--- src/hdl/triangle_primitive_assembly_defines.svh ---
// Assertion macros for the triangle primitive assembly block.
`ifndef TRIANGLE_PRIMITIVE_ASSEMBLY_DEFINES_SVH
`define TRIANGLE_PRIMITIVE_ASSEMBLY_DEFINES_SVH

`ifndef SYNTH
// Check a property outside of reset.
`define TPA_ASSERT(label, prop, msg) \
  label: assert property (@(posedge clk) disable iff (!rst_n) prop) else $error(msg);
// Check a property at every edge, reset included.
`define TPA_ASSERT_ALWAYS(label, prop, msg) \
  label: assert property (@(posedge clk) prop) else $error(msg);
`else
`define TPA_ASSERT(label, prop, msg)
`define TPA_ASSERT_ALWAYS(label, prop, msg)
`endif

`endif

--- src/hdl/tpa_pkg.sv ---
// Shared types and constants for the triangle primitive assembly block.
package tpa_pkg;

  localparam int CORNER_BITS    = 32;
  localparam int VCOUNT_BITS    = 32;
  localparam int CFG_DATA_BITS  = 32;
  localparam int CFG_INDEX_BITS = 2;

  // Configuration register indexes
  localparam logic [CFG_INDEX_BITS-1:0] CFG_PRIMITIVE_MODE = 2'd0;
  localparam logic [CFG_INDEX_BITS-1:0] CFG_VERTEX_COUNT   = 2'd1;

  typedef enum logic [1:0] {
    MODE_LIST  = 2'd0,
    MODE_STRIP = 2'd1,
    MODE_FAN   = 2'd2,
    MODE_NONE  = 2'd3
  } prim_mode_t;

  typedef struct packed {
    logic [CORNER_BITS-1:0] corner_a;
    logic [CORNER_BITS-1:0] corner_b;
    logic [CORNER_BITS-1:0] corner_c;
    logic                   last;
  } triangle_t;

endpackage

--- src/hdl/tpa_assemble.sv ---
// Assembly state and triangle selection for one index beat.
module tpa_assemble import tpa_pkg::*; #(
  parameter int INDEX_BITS = 32
) (
  input  logic                   clk,
  input  logic                   rst_n,
  input  logic                   step_en,
  input  logic [INDEX_BITS-1:0]  vertex,
  input  logic                   last,
  input  prim_mode_t             mode,
  input  logic [VCOUNT_BITS-1:0] vertex_count,
  output logic                   emit,
  output triangle_t              tri_out
);

  logic [INDEX_BITS-1:0] fan_anchor_r, fan_anchor_nxt;
  logic [INDEX_BITS-1:0] older_index_r, older_index_nxt;
  logic [INDEX_BITS-1:0] newer_index_r, newer_index_nxt;
  logic [1:0]            seen_count_r, seen_count_nxt;
  logic                  odd_position_r, odd_position_nxt;
  logic [1:0]            list_phase_r, list_phase_nxt;

  logic [INDEX_BITS-1:0] raw_a, raw_b;
  logic [CORNER_BITS-1:0] wide_a, wide_b, wide_c;

  // Pick the two older corners by mode
  always_comb begin
    emit  = 1'b0;
    raw_a = '0;
    raw_b = '0;
    case (mode)
      MODE_LIST: begin
        if (list_phase_r == 2'd2) begin
          emit  = 1'b1;
          raw_a = older_index_r;
          raw_b = newer_index_r;
        end
      end
      MODE_STRIP: begin
        if (seen_count_r == 2'd2) begin
          emit = 1'b1;
          if (odd_position_r) begin
            raw_a = newer_index_r;
            raw_b = older_index_r;
          end else begin
            raw_a = older_index_r;
            raw_b = newer_index_r;
          end
        end
      end
      MODE_FAN: begin
        if (seen_count_r == 2'd2) begin
          emit  = 1'b1;
          raw_a = fan_anchor_r;
          raw_b = newer_index_r;
        end
      end
      default: begin
        emit = 1'b0;
      end
    endcase
  end

  // Clamp out-of-range corners to zero
  assign wide_a = CORNER_BITS'(raw_a);
  assign wide_b = CORNER_BITS'(raw_b);
  assign wide_c = CORNER_BITS'(vertex);

  always_comb begin
    tri_out.corner_a = (wide_a >= vertex_count) ? '0 : wide_a;
    tri_out.corner_b = (wide_b >= vertex_count) ? '0 : wide_b;
    tri_out.corner_c = (wide_c >= vertex_count) ? '0 : wide_c;
    tri_out.last     = last;
  end

  // Advance the history, or drop it at the end of a primitive
  always_comb begin
    if (last) begin
      fan_anchor_nxt   = '0;
      older_index_nxt  = '0;
      newer_index_nxt  = '0;
      seen_count_nxt   = 2'd0;
      odd_position_nxt = 1'b0;
      list_phase_nxt   = 2'd0;
    end else begin
      fan_anchor_nxt   = (seen_count_r == 2'd0) ? vertex : fan_anchor_r;
      older_index_nxt  = newer_index_r;
      newer_index_nxt  = vertex;
      seen_count_nxt   = (seen_count_r == 2'd2) ? 2'd2 : seen_count_r + 2'd1;
      odd_position_nxt = ~odd_position_r;
      list_phase_nxt   = (list_phase_r >= 2'd2) ? 2'd0 : list_phase_r + 2'd1;
    end
  end

  always_ff @(posedge clk) begin
    if (!rst_n) begin
      fan_anchor_r   <= '0;
      older_index_r  <= '0;
      newer_index_r  <= '0;
      seen_count_r   <= 2'd0;
      odd_position_r <= 1'b0;
      list_phase_r   <= 2'd0;
    end else if (step_en) begin
      fan_anchor_r   <= fan_anchor_nxt;
      older_index_r  <= older_index_nxt;
      newer_index_r  <= newer_index_nxt;
      seen_count_r   <= seen_count_nxt;
      odd_position_r <= odd_position_nxt;
      list_phase_r   <= list_phase_nxt;
    end
  end

endmodule

--- src/hdl/triangle_primitive_assembly.sv ---
// Triangle primitive assembly: list, strip and fan index streams to triangles.
// Path: an accepted index beat goes to the input register, then assembly loads it
// into the result register; a stalled result holds the beat in the input register.
// Throughput: one index beat per cycle while no stalled result blocks the input,
// set by the single-step assembly state. Reset (synchronous, active low) clears both
// stages, the history and the configuration (list mode, vertex count zero).
`include "triangle_primitive_assembly_defines.svh"

module triangle_primitive_assembly import tpa_pkg::*; #(
  parameter int INDEX_BITS = 32
) (
  input  logic                      clk,
  input  logic                      rst_n,
  // configuration write port
  input  logic                      cfg_wr_en,
  input  logic [CFG_INDEX_BITS-1:0] cfg_index,
  input  logic [CFG_DATA_BITS-1:0]  cfg_wdata,
  // index channel
  input  logic                      in_valid,
  output logic                      in_stall,
  input  logic [31:0]               in_vertex_index,
  input  logic                      in_primitive_last,
  // triangle channel
  output logic                      out_valid,
  input  logic                      out_stall,
  output logic [CORNER_BITS-1:0]    out_corner_a,
  output logic [CORNER_BITS-1:0]    out_corner_b,
  output logic [CORNER_BITS-1:0]    out_corner_c,
  output logic                      out_triangle_last
);

  prim_mode_t             mode_r;
  logic [VCOUNT_BITS-1:0] vertex_count_r;

  logic                  s1_valid_r;
  logic [INDEX_BITS-1:0] s1_vertex_r;
  logic                  s1_last_r;
  logic                  s1_fire;
  logic                  in_accept;

  logic                  out_valid_r;
  triangle_t             out_tri_r;

  logic                  emit;
  triangle_t             tri_nxt;

  // Take configuration writes
  always_ff @(posedge clk) begin
    if (!rst_n) begin
      mode_r         <= MODE_LIST;
      vertex_count_r <= '0;
    end else if (cfg_wr_en) begin
      case (cfg_index)
        CFG_PRIMITIVE_MODE: mode_r         <= prim_mode_t'(cfg_wdata[1:0]);
        CFG_VERTEX_COUNT:   vertex_count_r <= cfg_wdata[VCOUNT_BITS-1:0];
        default: ;
      endcase
    end
  end

  // Advance the input stage when the result register can take its beat
  assign s1_fire   = s1_valid_r && !(out_valid_r && out_stall);
  assign in_stall  = s1_valid_r && !s1_fire;
  assign in_accept = in_valid && !in_stall;

  always_ff @(posedge clk) begin
    if (!rst_n) begin
      s1_valid_r <= 1'b0;
    end else if (in_accept) begin
      s1_valid_r <= 1'b1;
    end else if (s1_fire) begin
      s1_valid_r <= 1'b0;
    end
  end

  always_ff @(posedge clk) begin
    if (in_accept) begin
      s1_vertex_r <= in_vertex_index[INDEX_BITS-1:0];
      s1_last_r   <= in_primitive_last;
    end
  end

  tpa_assemble #(
    .INDEX_BITS (INDEX_BITS)
  ) u_assemble (
    .clk          (clk),
    .rst_n        (rst_n),
    .step_en      (s1_fire),
    .vertex       (s1_vertex_r),
    .last         (s1_last_r),
    .mode         (mode_r),
    .vertex_count (vertex_count_r),
    .emit         (emit),
    .tri_out      (tri_nxt)
  );

  // Load the result register, or drop it once taken
  always_ff @(posedge clk) begin
    if (!rst_n) begin
      out_valid_r <= 1'b0;
    end else if (s1_fire) begin
      out_valid_r <= emit;
    end else if (!out_stall) begin
      out_valid_r <= 1'b0;
    end
  end

  always_ff @(posedge clk) begin
    if (s1_fire && emit) begin
      out_tri_r <= tri_nxt;
    end
  end

  assign out_valid         = out_valid_r;
  assign out_corner_a      = out_tri_r.corner_a;
  assign out_corner_b      = out_tri_r.corner_b;
  assign out_corner_c      = out_tri_r.corner_c;
  assign out_triangle_last = out_tri_r.last;

  // Checks
  `TPA_ASSERT_ALWAYS(a_reset_clears_out, !rst_n |=> !out_valid_r, "result valid after reset")
  `TPA_ASSERT(a_emit_shows, (s1_fire && emit) |=> out_valid_r, "emitted triangle not shown")
  `TPA_ASSERT(a_stall_cause, in_stall |-> (s1_valid_r && out_valid_r && out_stall), "stall without a blocked result")
  `TPA_ASSERT(a_idle_drop, (s1_fire && !emit) |=> !out_valid_r, "result without emit")

endmodule

--- config.mk ---
export PLATFORM = sky130hd
export DESIGN_NAME = triangle_primitive_assembly
export DESIGN_NICKNAME = d
export VERILOG_FILES = /design/src/hdl/tpa_pkg.sv /design/src/hdl/tpa_assemble.sv /design/src/hdl/triangle_primitive_assembly.sv
export VERILOG_INCLUDE_DIRS = /design/src /design/src/hdl
export SDC_FILE = /design/constraint.sdc
export NUM_CORES = 1
export LEC_CHECK = 0
export ABC_AREA = 1
export CORE_UTILIZATION = 26
export CTS_CLUSTER_DIAMETER = 150
export DETAILED_ROUTE_END_ITERATION = 7
export DONT_BUFFER_PORTS = 1
export SYNTH_ARGS = -nofsm -noshare
export SYNTH_HDL_FRONTEND = slang
export SYNTH_SLANG_ARGS = --single-unit
--- constraint.sdc ---
create_clock -name clk -period 4.3 [get_ports clk]
set_input_delay 0.215 -clock clk [delete_from_list [all_inputs] [get_ports clk]]
set_output_delay 0.215 -clock clk [all_outputs]
set_load 0.02 [all_outputs]
Word-level counts from Yosys, hierarchy flattened
Cells that the tools add are included.
- register bits after elaboration: 267
- input bits: 72
- output and inout port bits: 99
- word-level logic and storage cells: 72
- add/sub/neg operators: 2
- magnitude comparators: 4
- equal/unequal tests: 6
- mux-type cells: 26
- bitwise logic cells: 1
- reduce and logical (&&, ||, !) cells: 17
- operators with widths (cell ; number):
    32-bit 2-to-1 mux ; 12
    32-bit case mux with 3 select lines ; 2
    32-bit >= comparator ; 3
    2-bit 2-to-1 mux ; 4
    1-bit 2-to-1 mux ; 7
    2-bit equality test (second input constant) ; 3
    2-bit zero test ; 3
    2-bit AND reduction ; 3
    1-bit logical AND ; 5
    2-bit by 1-bit adder with 2-bit output (second input constant) ; 2
    2-bit by 1-bit equality test with 1-bit output (second input constant) ; 2
    2-bit nonzero test ; 2
    1-bit zero test ; 3
    2-bit >= comparator (second input constant) ; 1
    2-bit by 1-bit inequality test with 1-bit output (second input constant) ; 1
    1-bit case mux with 2 select lines ; 1
    2-bit OR reduction ; 1
    1-bit inverter ; 1

Longest topological paths before layout
Gate-level depths: netlist of the first run.
- depth in word-level cells: 8
- depth in mapped cells: 24
- gate-level depth less buffers: 22

Hierarchy
Synthesis of the first run repeated with hierarchy kept, for this count alone.
- cells, all modules: 1770
- area, all modules: 14189.9 um^2
- by module, submodules not included (module ; instances ; cells each ; area an instance (um^2) ; seq. area each (um^2)):
    tpa_assemble ; 1 ; 1407 ; 8769.7 ; 2021.9
    triangle_primitive_assembly ; 1 ; 363 ; 5420.2 ; 4624.4

Worst setup path after synthesis of the first run
Ideal clock, no wire load.
- path type: register to register
- from: register mode_r[0]
- to: register out_tri_r, in the netlist out_corner_a[0], enable pin
- library setup time: 0.451 ns
- arrival time: 2.980 ns
- data required time: 3.849 ns
- setup slack: 0.870 ns
- cell stages (with the launch flop): 8
- buffers on the path: 1
- clock period less this slack: 3.430 ns
- path through: dfxtp_1 inv_1 ha_1 nand3_2 clkbuf_1 a21oi_1 nand2_1 inv_1
- word-level cells in the longest chain between the ends: 4
- elaborated cells on any way between the ends: 6
- classes of those cells: eq/ne (2); mux (1); reduce/logical (3)
- ends and longest elaborated chain (element ; line ; source):
    start, declared ; triangle_primitive_assembly.sv:32 ; prim_mode_t mode_r;
    start signal, assigned ; triangle_primitive_assembly.sv:54 ; CFG_PRIMITIVE_MODE: mode_r <= prim_mode_t'(cfg_wdata[1:0]);
    2-bit by 1-bit equality test with 1-bit output / 2-bit equality test (equally long branches) ; tpa_assemble.sv:31 ; case (mode)
    2-bit OR reduction (no source line) ; - ;
    1-bit case mux with 2 select lines * ; tpa_assemble.sv:31 ;
    1-bit logical AND * ; triangle_primitive_assembly.sv:109 ; if (s1_fire && emit) begin
    end signal, assigned ; triangle_primitive_assembly.sv:110 ; out_tri_r <= tri_nxt;
    end, declared ; triangle_primitive_assembly.sv:42 ; triangle_t out_tri_r;
Mark *: on every way between the ends. The rest lies on a longest branch, timed or not.
A chain may end at the register's enable or synchronous reset.

Final worst setup path of the first run
- from: register mode_r[0]
- to: register out_tri_r, in the netlist out_corner_a[0], data pin
- word-level cells in the longest chain between the ends: 3
- elaborated cells on any way between the ends: 5
- classes of those cells: order compare (1); eq/ne (2); mux (1); reduce/logical (1)
- ends and longest elaborated chain (element ; line ; source):
    2-bit equality test, or another cell as far along ; tpa_assemble.sv:31 ;
    32-bit case mux with 3 select lines * ; tpa_assemble.sv:31 ;
    via u_assemble.raw_a[31] ; tpa_assemble.sv:23 ; logic [INDEX_BITS-1:0] raw_a, raw_b;
    32-bit >= comparator * ; tpa_assemble.sv:70 ; tri_out.corner_a = (wide_a >= vertex_count) ? '0 : wide_a;
Mark *: on every way through the listed nets, which the timed path passes. The rest lies on a longest branch.

==> impl_metrics.ini, run 1 <==
[synth]
ys_warn_count = 0
yosys.area_share.xor_xnor_pct = 0
syn_area_um2 = 14000
synth_edf_count = 130
ys_top_cells_by_area = edfxtp_1, dfxtp_1, ha_1
synthDominantCellAreaShare_pct = 27.8
muxShareOfSynthArea_pct = 0
synthTopCellsByCount = nand2_1, inv_1, a21oi_1, nor2_1, dfxtp_1
synth_top_family_by_area = compound AO/OA/AOI/OAI gates
synth_area_per_cell_um2 = 8.31
yosys.area_share.simple_pct = 16.1
syn-num-nets = 1863
synth_compound_area_share_pct = 17.1
synth_seq_cells = 267
ys.flop_type = dfxtp_1
post-synth-top-count-cell = nand2_1
syn_inst = 1687
async_flop_share_pct = 0
seq_area_frac_synth_pct = 47.4
synth_fa_ha_area_share_pct = 9.28
yosys.area.top_type = edfxtp_1
yosysUniqueCellTypes = 31

[setup_path]
worstSetupStartpointType = flop
regToRegEndpoint = out_corner_a[0]
critPathLaunch = mode_r[0]
crit_type = reg2reg
cp-endpoint = out_corner_a[0]
critPathArrivalTime_ns = 4.07
crit_top_cell = nor2_1
critPathRequiredTime_ns = 4.54
reg2reg_depth = 16
reg2reg_setup_slack_ns = 0.48
path_max_fanout = 32
cp_slowest_cell = buf_4
crit_path_end_kind = flop
crit_chain = inv_1 -> ha_1 -> nand3_2 -> buf_4 -> o211ai_1 -> nand2_1 -> inv_1 -> ha_1 -> nand2_1 -> nor2_1 -> nand4_1 -> a21oi_1 -> nor2_1 -> nand2_2 -> buf_4 -> nor2_1
r2r_start = mode_r[0]
critPathMaxStageDelay_ns = 0.46

[cts]
insertion_delay_ns = 0.54
cts_tree = yes
cts_root_buf = clkbuf_16
post_cts_resized = 0
clock_path_buffers = 3
clk_pin_slew_worst_paths_ns = 0.05
numCtsBuffers = 34
h-tree-depth = 2
clock-sinks = 267

[sta]
slew_violations = 0
max_freq_mhz = 261
period_share_pct = 89.0
slew_headroom_pct = 32.8
fin_setup_tns_ns = 0
rsz0062_at_grt = no
worst_pin_slew_ns = 1.01
setup_violations = 0
finalHoldViolations = 0
finClkSkew_ns = 0.0168
layout_min_cycle_time_ns = 3.82

[floorplan]
core_um2 = 52900
start_util_pct = 26.5
row_count = 84
dieArea_um2 = 54800
dieHeight_um = 234
pin_count = 171
die_w_um = 234

[placement]
dp_cells = 2296
post-dp-hpwl_um = 30000
port-buffer-count = 0
gp_congestion = 0.826

[pwr]
p_leak_nw = 6.96
power_density_nw_per_um2 = 404
peakVddDrop_mv = 0.254
total_power_mw = 6.65

[layout]
layout-drive-gt1-share_pct = 6.32
finalNonFillerCells = 2429
n_fill_cell = 5488
regArea_um2 = 6650
final_util_pct = 31.1
diodes = 0
num-nets-final = 1891
syn_to_final_growth_pct = 17.3
multi_input_area_um2 = 5960

[run]
maxCapViolCount = 0

[global_route]
overflow = 0
grtUsageTotal_pct = 16.3
grt_max_degree = 91
grt_antenna_before_repair = 1
grt_pass1_wl_um = 67700
grt_pass1_vias = 11100

[outcome]
status = complete, but fails checks
violations = design-rule violations

[route]
remaining_drc_errors = 5
dr.pass1.iters = 7
avgRoutedWirePerCell_um = 18.4
vias = 11500
via_per_inst = 4.74
drt_iter0_drc = 781
wirelength_um = 44600
final_antenna_net_count = 0

[worst_hold_path]
hp-class = in2reg
==> registers in the layout, indices dropped and copies added (netlist names) <==
register / flops
u_assemble.odd_position_r: 1
out_corner_b: 32
s1_valid_r: 1
vertex_count_r: 32
u_assemble.list_phase_r: 2
out_triangle_last: 1
out_corner_a: 32
s1_last_r: 1
u_assemble.older_index_r: 32
out_corner_c: 32
u_assemble.fan_anchor_r: 32
s1_vertex_r: 32
out_valid: 1
u_assemble.newer_index_r: 32
mode_r: 2
u_assemble.seen_count_r: 2
==> kinds of logic (layout without fill, tap and decap cells) <==
group                    count (synthesis)  count (layout)
AO/OA/AOI/OAI                          430             430
adder cells (fa/ha/maj)                104             104
flip-flops                             267             267
AND/OR/NAND/NOR                        559             559
buffers and inverters                  327             381
==> layout by cell type (no fill, tap or decap), types with 52 or more instances in the layout <==
cell type and count:
o21ai_0 126, a21oi_1 183, a211oi_1 52, inv_1 217
ha_1 103, dlygate4sd3_1 70, edfxtp_1 130, nand2_1 286
nand3_1 66, dfxtp_1 136, nor2_1 177
==> per-layer routing <==
metal	vias up	track usage (%)	wire length, um
met5	-	0	0
met4	0	6.31	1490
met3	76	3.67	2680
met2	305	26.8	20600
met1	5467	20.8	19800
li1	5675	-	-
==> worst max-delay path: cells and delay by family (launching register included) <==
kind                     cells  cell delay (ns)
AO/OA/AOI/OAI                2             0.43
adder cells (fa/ha/maj)      2             0.50
buffers and inverters        4             1.02
flip-flops                   1             0.36
AND/OR/NAND/NOR              8             1.21
==> layout make-up <==
class | instances | area share, %
clock inverter | 6 | 0.205
timing repair buffer | 93 | 5.89
inverter | 226 | 5.17
tap | 688 | 5.23
clock buffer | 56 | 6.82
multi-input combinational | 1093 | 36.3
sequential | 267 | 40.4
==> per-stage QoR <==
step	hold WS [ns]	setup slack, ns	instance area (um^2)
2_1_floorplan	0.314	0.870	14000
3_5_place_dp	0.314	0.425	14600
3_3_place_gp	0.314	0.504	14600
4_1_cts	0.0845	0.412	16400
6_report	0.0732	0.475	16400
5_1_grt	0.101	0.302	16400
==> where the power goes <==
part           internal, mW  total (mW)  leakage (nW)  switching, mW
registers              2.79        2.91          2.24          0.115
clock network          1.79        2.94         0.572           1.15
logic                 0.255       0.804          4.14          0.549
==> how the worst min path moves through the flow <==
stage / depth (start not counted) / startpoint / end / slack, ns
finish: 3 / rst_n / vertex_count_r[27] / 0.07
global route: 3 / rst_n / vertex_count_r[28] / 0.10
CTS: 3 / rst_n / vertex_count_r[28] / 0.08
detailed placement: 0 / in_vertex_index[20] / s1_vertex_r[20] / 0.31
global placement: 0 / in_vertex_index[0] / s1_vertex_r[0] / 0.31
floorplan: 0 / in_primitive_last / s1_last_r / 0.31
==> repair_timing <==
| action | CTS | global route |
|---|---|---|
| hold buffers | 71 | 0 |
| setup buffers | 0 | 0 |
| endpoints found under the hold margin | 117 | 0 |
| endpoints found under the setup margin | 0 | 0 |
Note: power is estimated with default switching activity, not from simulation.
==> run 2: changes to the inputs <==
Settings changed: CORE_ASPECT_RATIO set to 1.75, CORE_MARGIN set to 2.
==> run 2 against run 1 <==
The flow now finishes without violations. Register-to-register slack got worse by 0.17 ns. Fmax fell by 4.2%. Power shrank 5.6%. Non-clock buffer count up 2. Combinational power rose by 1%. Sequential share of layout area is 0.51 points higher. Count of clock-buffer cells in the layout down 18. Largest cell class unchanged. Cell area decreased by 1.2%. Via count is 1.4% higher. Worst hold slack worse by 0.034 ns. Die area increased by 1.8%.
==> impl_metrics.ini, run 2 (same netlist as run 1, synthesis figures left out) <==
[pwr]
p_leak_nw = 6.87
power_frac_seq_pct = 46.3
peakVddDrop_mv = 0.332
power_density_nw_per_um2 = 386
pwr-share-clk_pct = 40.7
p_sw_mw = 1.73
switching_share_pct = 27.5
combPwrFrac_pct = 13.0
p_int_mw = 4.55

[sta]
fin_setup_tns_ns = 0
setup_violations = 0
setup_ws_ns = 0.306
rsz0062_at_grt = no
max_freq_mhz = 250
layout_min_cycle_time_ns = 3.99
finClkSkew_ns = 0.0309
slew_headroom_pct = 32.8
worst_pin_slew_ns = 1.01
slew_violations = 0
period_share_pct = 92.9
finalHoldViolations = 0

[cts]
clock_path_buffers = 3
cts_tree = yes
insertion_delay_ns = 0.57
numCtsBuffers = 27
clock-sinks = 267
clk_pin_slew_worst_paths_ns = 0.07
cts_root_buf = clkbuf_16
h-tree-depth = 1

[setup_path]
critPathArrivalTime_ns = 4.29
reg2reg_setup_slack_ns = 0.31
regToRegEndpoint = out_corner_b[11]
crit_path_end_kind = flop
path_max_fanout = 31
critPathRequiredTime_ns = 4.60
worstSetupStartpointType = flop
r2r_start = mode_r[0]
crit_type = reg2reg
reg2reg_depth = 19

[route]
dr.pass1.iters = 5
drt_iter0_drc = 739
remaining_drc_errors = 0
final_antenna_net_count = 0
avgRoutedWirePerCell_um = 19.3
wirelength_um = 46600
via_per_inst = 4.84
vias = 11700

[global_route]
grt_pass1_wl_um = 70000
grt_max_degree = 91
overflow = 0
grtUsageTotal_pct = 16.1
gr-usage-met2_pct = 30.3
grt_pass1_vias = 11500
use_met3_pct = 2.93
met1_usage_pct = 17.1
top_usage_layer = met2
grt_antenna_before_repair = 0

[layout]
n_fill_cell = 5577
diodes = 0
finalNonFillerCells = 2415
final_cell_mix = nand2_1, inv_1, a21oi_1
num-nets-final = 1886
layout_commonest_cell = nand2_1
layout-drive-gt1-share_pct = 6.01
syn_to_final_growth_pct = 15.9

[worst_hold_path]
min-delay-start = rst_n
hold_depth = 3
min_to = u_assemble.fan_anchor_r[30]
hp-class = in2reg

[run]
maxCapViolCount = 0

[placement]
place_ws_ns = 0.375
post-dp-hpwl_um = 32400
gp_congestion = 0.833
dp_cells = 2294
port-buffer-count = 0

[floorplan]
start_util_pct = 26.3
pin_count = 171
die_w_um = 180
dieArea_um2 = 55900
dieHeight_um = 311
row_count = 112
core_um2 = 53300

[outcome]
status = finished, final reports clean
[run 2: power groups by stage]
stage	registers (mW)	logic (mW)	clock network, mW
after floorplan	2.92	0.557	0
after detailed placement	2.96	0.748	0
after global routing	2.92	0.905	2.71
after global placement	2.96	0.726	0
final	2.91	0.814	2.56
after CTS	2.91	0.823	2.63
[run 2: final cells by class]
type	instances	area (um^2)	area share (%)
flip-flops and latches	267	6650	40.9
multi-input cells	1093	5960	36.7
repair buffers	95	971	5.98
well taps	684	856	5.27
inverters	226	851	5.24
clock buffers	38	816	5.02
clock inverters	12	138	0.847
[run 2: worst max path at each step]
stage          depth (start not counted)  startpoint          endpoint
3_5_place_dp                          19   mode_r[0]  out_corner_b[11]
2_1_floorplan                          7   mode_r[0]   out_corner_a[0]
5_1_grt                               19   mode_r[1]  out_corner_b[27]
6_report                              19   mode_r[0]  out_corner_b[11]
4_1_cts                               19   mode_r[0]  out_corner_b[11]
3_3_place_gp                          19   mode_r[0]  out_corner_b[29]
[run 2: critical path, stage by stage, from the launching register on]
cell and delay [ns]:
dfxtp_1 0.33, inv_1 0.10, ha_1 0.17, nand3_2 0.42, inv_1 0.20, a21oi_2 0.06, inv_2 0.61, nand2_1 0.10
nand2_1 0.10, nand2_1 0.09, inv_1 0.09, ha_1 0.15, nand2_1 0.07, nor2_1 0.19, nand4_1 0.20, nor2_1 0.29
nand2_1 0.10, nand2_2 0.07, buf_4 0.26, nor2_1 0.10
[run 2: timing repair]
action                                 CTS  global route
setup endpoints to repair                0             0
endpoints found under the hold margin  117             0
gates resized for setup                  0             0
setup buffers                            0             0
hold buffers                            71             0
[run 2: metrics by stage]
stage / utilization (%) / instance area [um^2] / hold slack, ns / total power, mW
after floorplan: - / 14000 / 0.314 / 3.47
after global placement: 27.3 / 14600 / 0.314 / 3.69
after detailed placement: 27.3 / 14600 / 0.314 / 3.71
after CTS: 30.5 / 16200 / 0.0603 / 6.36
after global routing: 30.5 / 16200 / 0.0711 / 6.54
final: 30.5 / 16200 / 0.0393 / 6.28
[run 2: per-layer routing]
| layer | up-vias | wire [um] | share of wire (%) |
|---|---|---|---|
| li1 | 5658 | - | - |
| met1 | 5509 | 17100 | 37 |
| met2 | 422 | 24700 | 53 |
| met3 | 97 | 2650 | 5.7 |
| met4 | 0 | 2150 | 4.6 |
| met5 | - | 0 | 0 |
==> run 3: changes to the inputs <==
Settings changed: CTS_BUF_LIST set to sky130_fd_sc_hd__clkbuf_16, TNS_END_PERCENT set to 20.
==> run 3 against run 2 <==
Power down 0.56%. Critical path depth unchanged. Sequential share of layout area about the same. Sequential cell count unchanged. Global-route usage unchanged. Critical endpoint unchanged. Largest power group unchanged.
==> impl_metrics.ini, run 3 (same netlist as run 1, synthesis figures left out) <==
[worst_hold_path]
hp-class = in2reg

[global_route]
grt_pass1_vias = 11500
grt_antenna_before_repair = 0
grt_max_degree = 91
top_usage_layer = met2
use_met3_pct = 2.93
gr-usage-met2_pct = 30.3
overflow = 0
grt_pass1_wl_um = 70000
met1_usage_pct = 17.1
grtUsageTotal_pct = 16.1

[layout]
multi_input_area_um2 = 5960
layout_commonest_cell = nand2_1
final_util_pct = 30.5
final_cell_mix = nand2_1, inv_1, a21oi_1
regArea_um2 = 6650
finalNonFillerCells = 2415
syn_to_final_growth_pct = 15.8
num-nets-final = 1886
diodes = 0
n_fill_cell = 5577
layout-drive-gt1-share_pct = 5.89

[sta]
slew_violations = 0
max_freq_mhz = 253
rsz0062_at_grt = no
layout_min_cycle_time_ns = 3.95
hold_ws_ns = 0.0416
setup_violations = 0
slew_headroom_pct = 33.2
finalHoldViolations = 0
fin_setup_tns_ns = 0
finClkSkew_ns = 0.0325
period_share_pct = 91.8
worst_pin_slew_ns = 1.00

[setup_path]
crit_type = reg2reg
path_max_fanout = 31
critPathArrivalTime_ns = 4.25
critPathRequiredTime_ns = 4.60
crit_path_end_kind = flop
worstSetupStartpointType = flop

[floorplan]
start_util_pct = 26.3
core_um2 = 53300
pin_count = 171
dieHeight_um = 311
die_w_um = 180
dieArea_um2 = 55900
row_count = 112

[cts]
cts_root_buf = clkbuf_16
clk_pin_slew_worst_paths_ns = 0.07
clock-sinks = 267
ctsHoldBuffers = 71
post_cts_buffers = 0
h-tree-depth = 1
cts_tree = yes
numCtsBuffers = 27
insertion_delay_ns = 0.58
clock_path_buffers = 3
post_cts_resized = 0

[pwr]
total_power_mw = 6.24
peakVddDrop_mv = 0.333
p_leak_nw = 6.88
power_density_nw_per_um2 = 385

[route]
remaining_drc_errors = 0
via_per_inst = 4.81
avgRoutedWirePerCell_um = 19.2
final_antenna_net_count = 0
dr.pass1.iters = 5
wirelength_um = 46500
drt_iter0_drc = 751
vias = 11600

[outcome]
status = finished, final reports clean

[placement]
port-buffer-count = 0
gp_congestion = 0.833
dp_cells = 2294
post-dp-hpwl_um = 32400

[run]
maxCapViolCount = 0
-- run 3: cell count changes in the layout (fill, tap and decap cells not counted) --
cell and change:
clkinv_1 +1, clkbuf_4 -1, clkbuf_8 -1, inv_1 +6, clkbuf_1 -5
-- run 3: layout make-up --
type,instances,share of cell area (%)
inverter,226,5.24
clock inverter,19,1.01
multi-input combinational,1093,36.7
sequential,267,41.0
tap,684,5.27
timing repair buffer,95,5.98
clock buffer,31,4.78
-- run 3: layer usage --
layer | vias to the layer above | wire (um)
met1 | 5453 | 17100
met5 | - | 0
met2 | 411 | 24600
li1 | 5659 | -
met3 | 105 | 2640
met4 | 0 | 2160
-- run 3: path summary, 6_finish.rpt --
path / cells after the start / end / startpoint / slack [ns]
min reg2reg: 2 / u_assemble.fan_anchor_r[0] / u_assemble.fan_anchor_r[0] / 0.49
max: 19 / out_corner_b[11] / mode_r[0] / 0.35
max reg2reg: 19 / out_corner_b[11] / mode_r[0] / 0.35
min: 3 / u_assemble.fan_anchor_r[30] / rst_n / 0.04
-- run 3: power by group --
part,internal [mW],switching [mW]
sequential,2.79,0.116
clock,1.47,1.06
combinational,0.255,0.559
-- run 3: worst max-delay path, stage by stage (launching register included) --
cell	delay, ns
dfxtp_1	0.33
inv_1	0.10
ha_1	0.18
nand3_2	0.41
inv_1	0.19
a21oi_2	0.06
inv_2	0.60
nand2_1	0.11
nand2_1	0.10
nand2_1	0.10
inv_1	0.08
ha_1	0.13
nand2_1	0.06
nor2_1	0.19
nand4_1	0.20
nor2_1	0.28
nand2_1	0.10
nand2_2	0.07
buf_4	0.27
nor2_1	0.10
-- run 3: metrics by stage --
stage | instance area (um^2) | setup WS [ns]
2_1_floorplan | 14000 | 0.870
3_3_place_gp | 14600 | 0.462
3_5_place_dp | 14600 | 0.375
4_1_cts | 16200 | 0.336
5_1_grt | 16200 | 0.0619
6_report | 16200 | 0.351
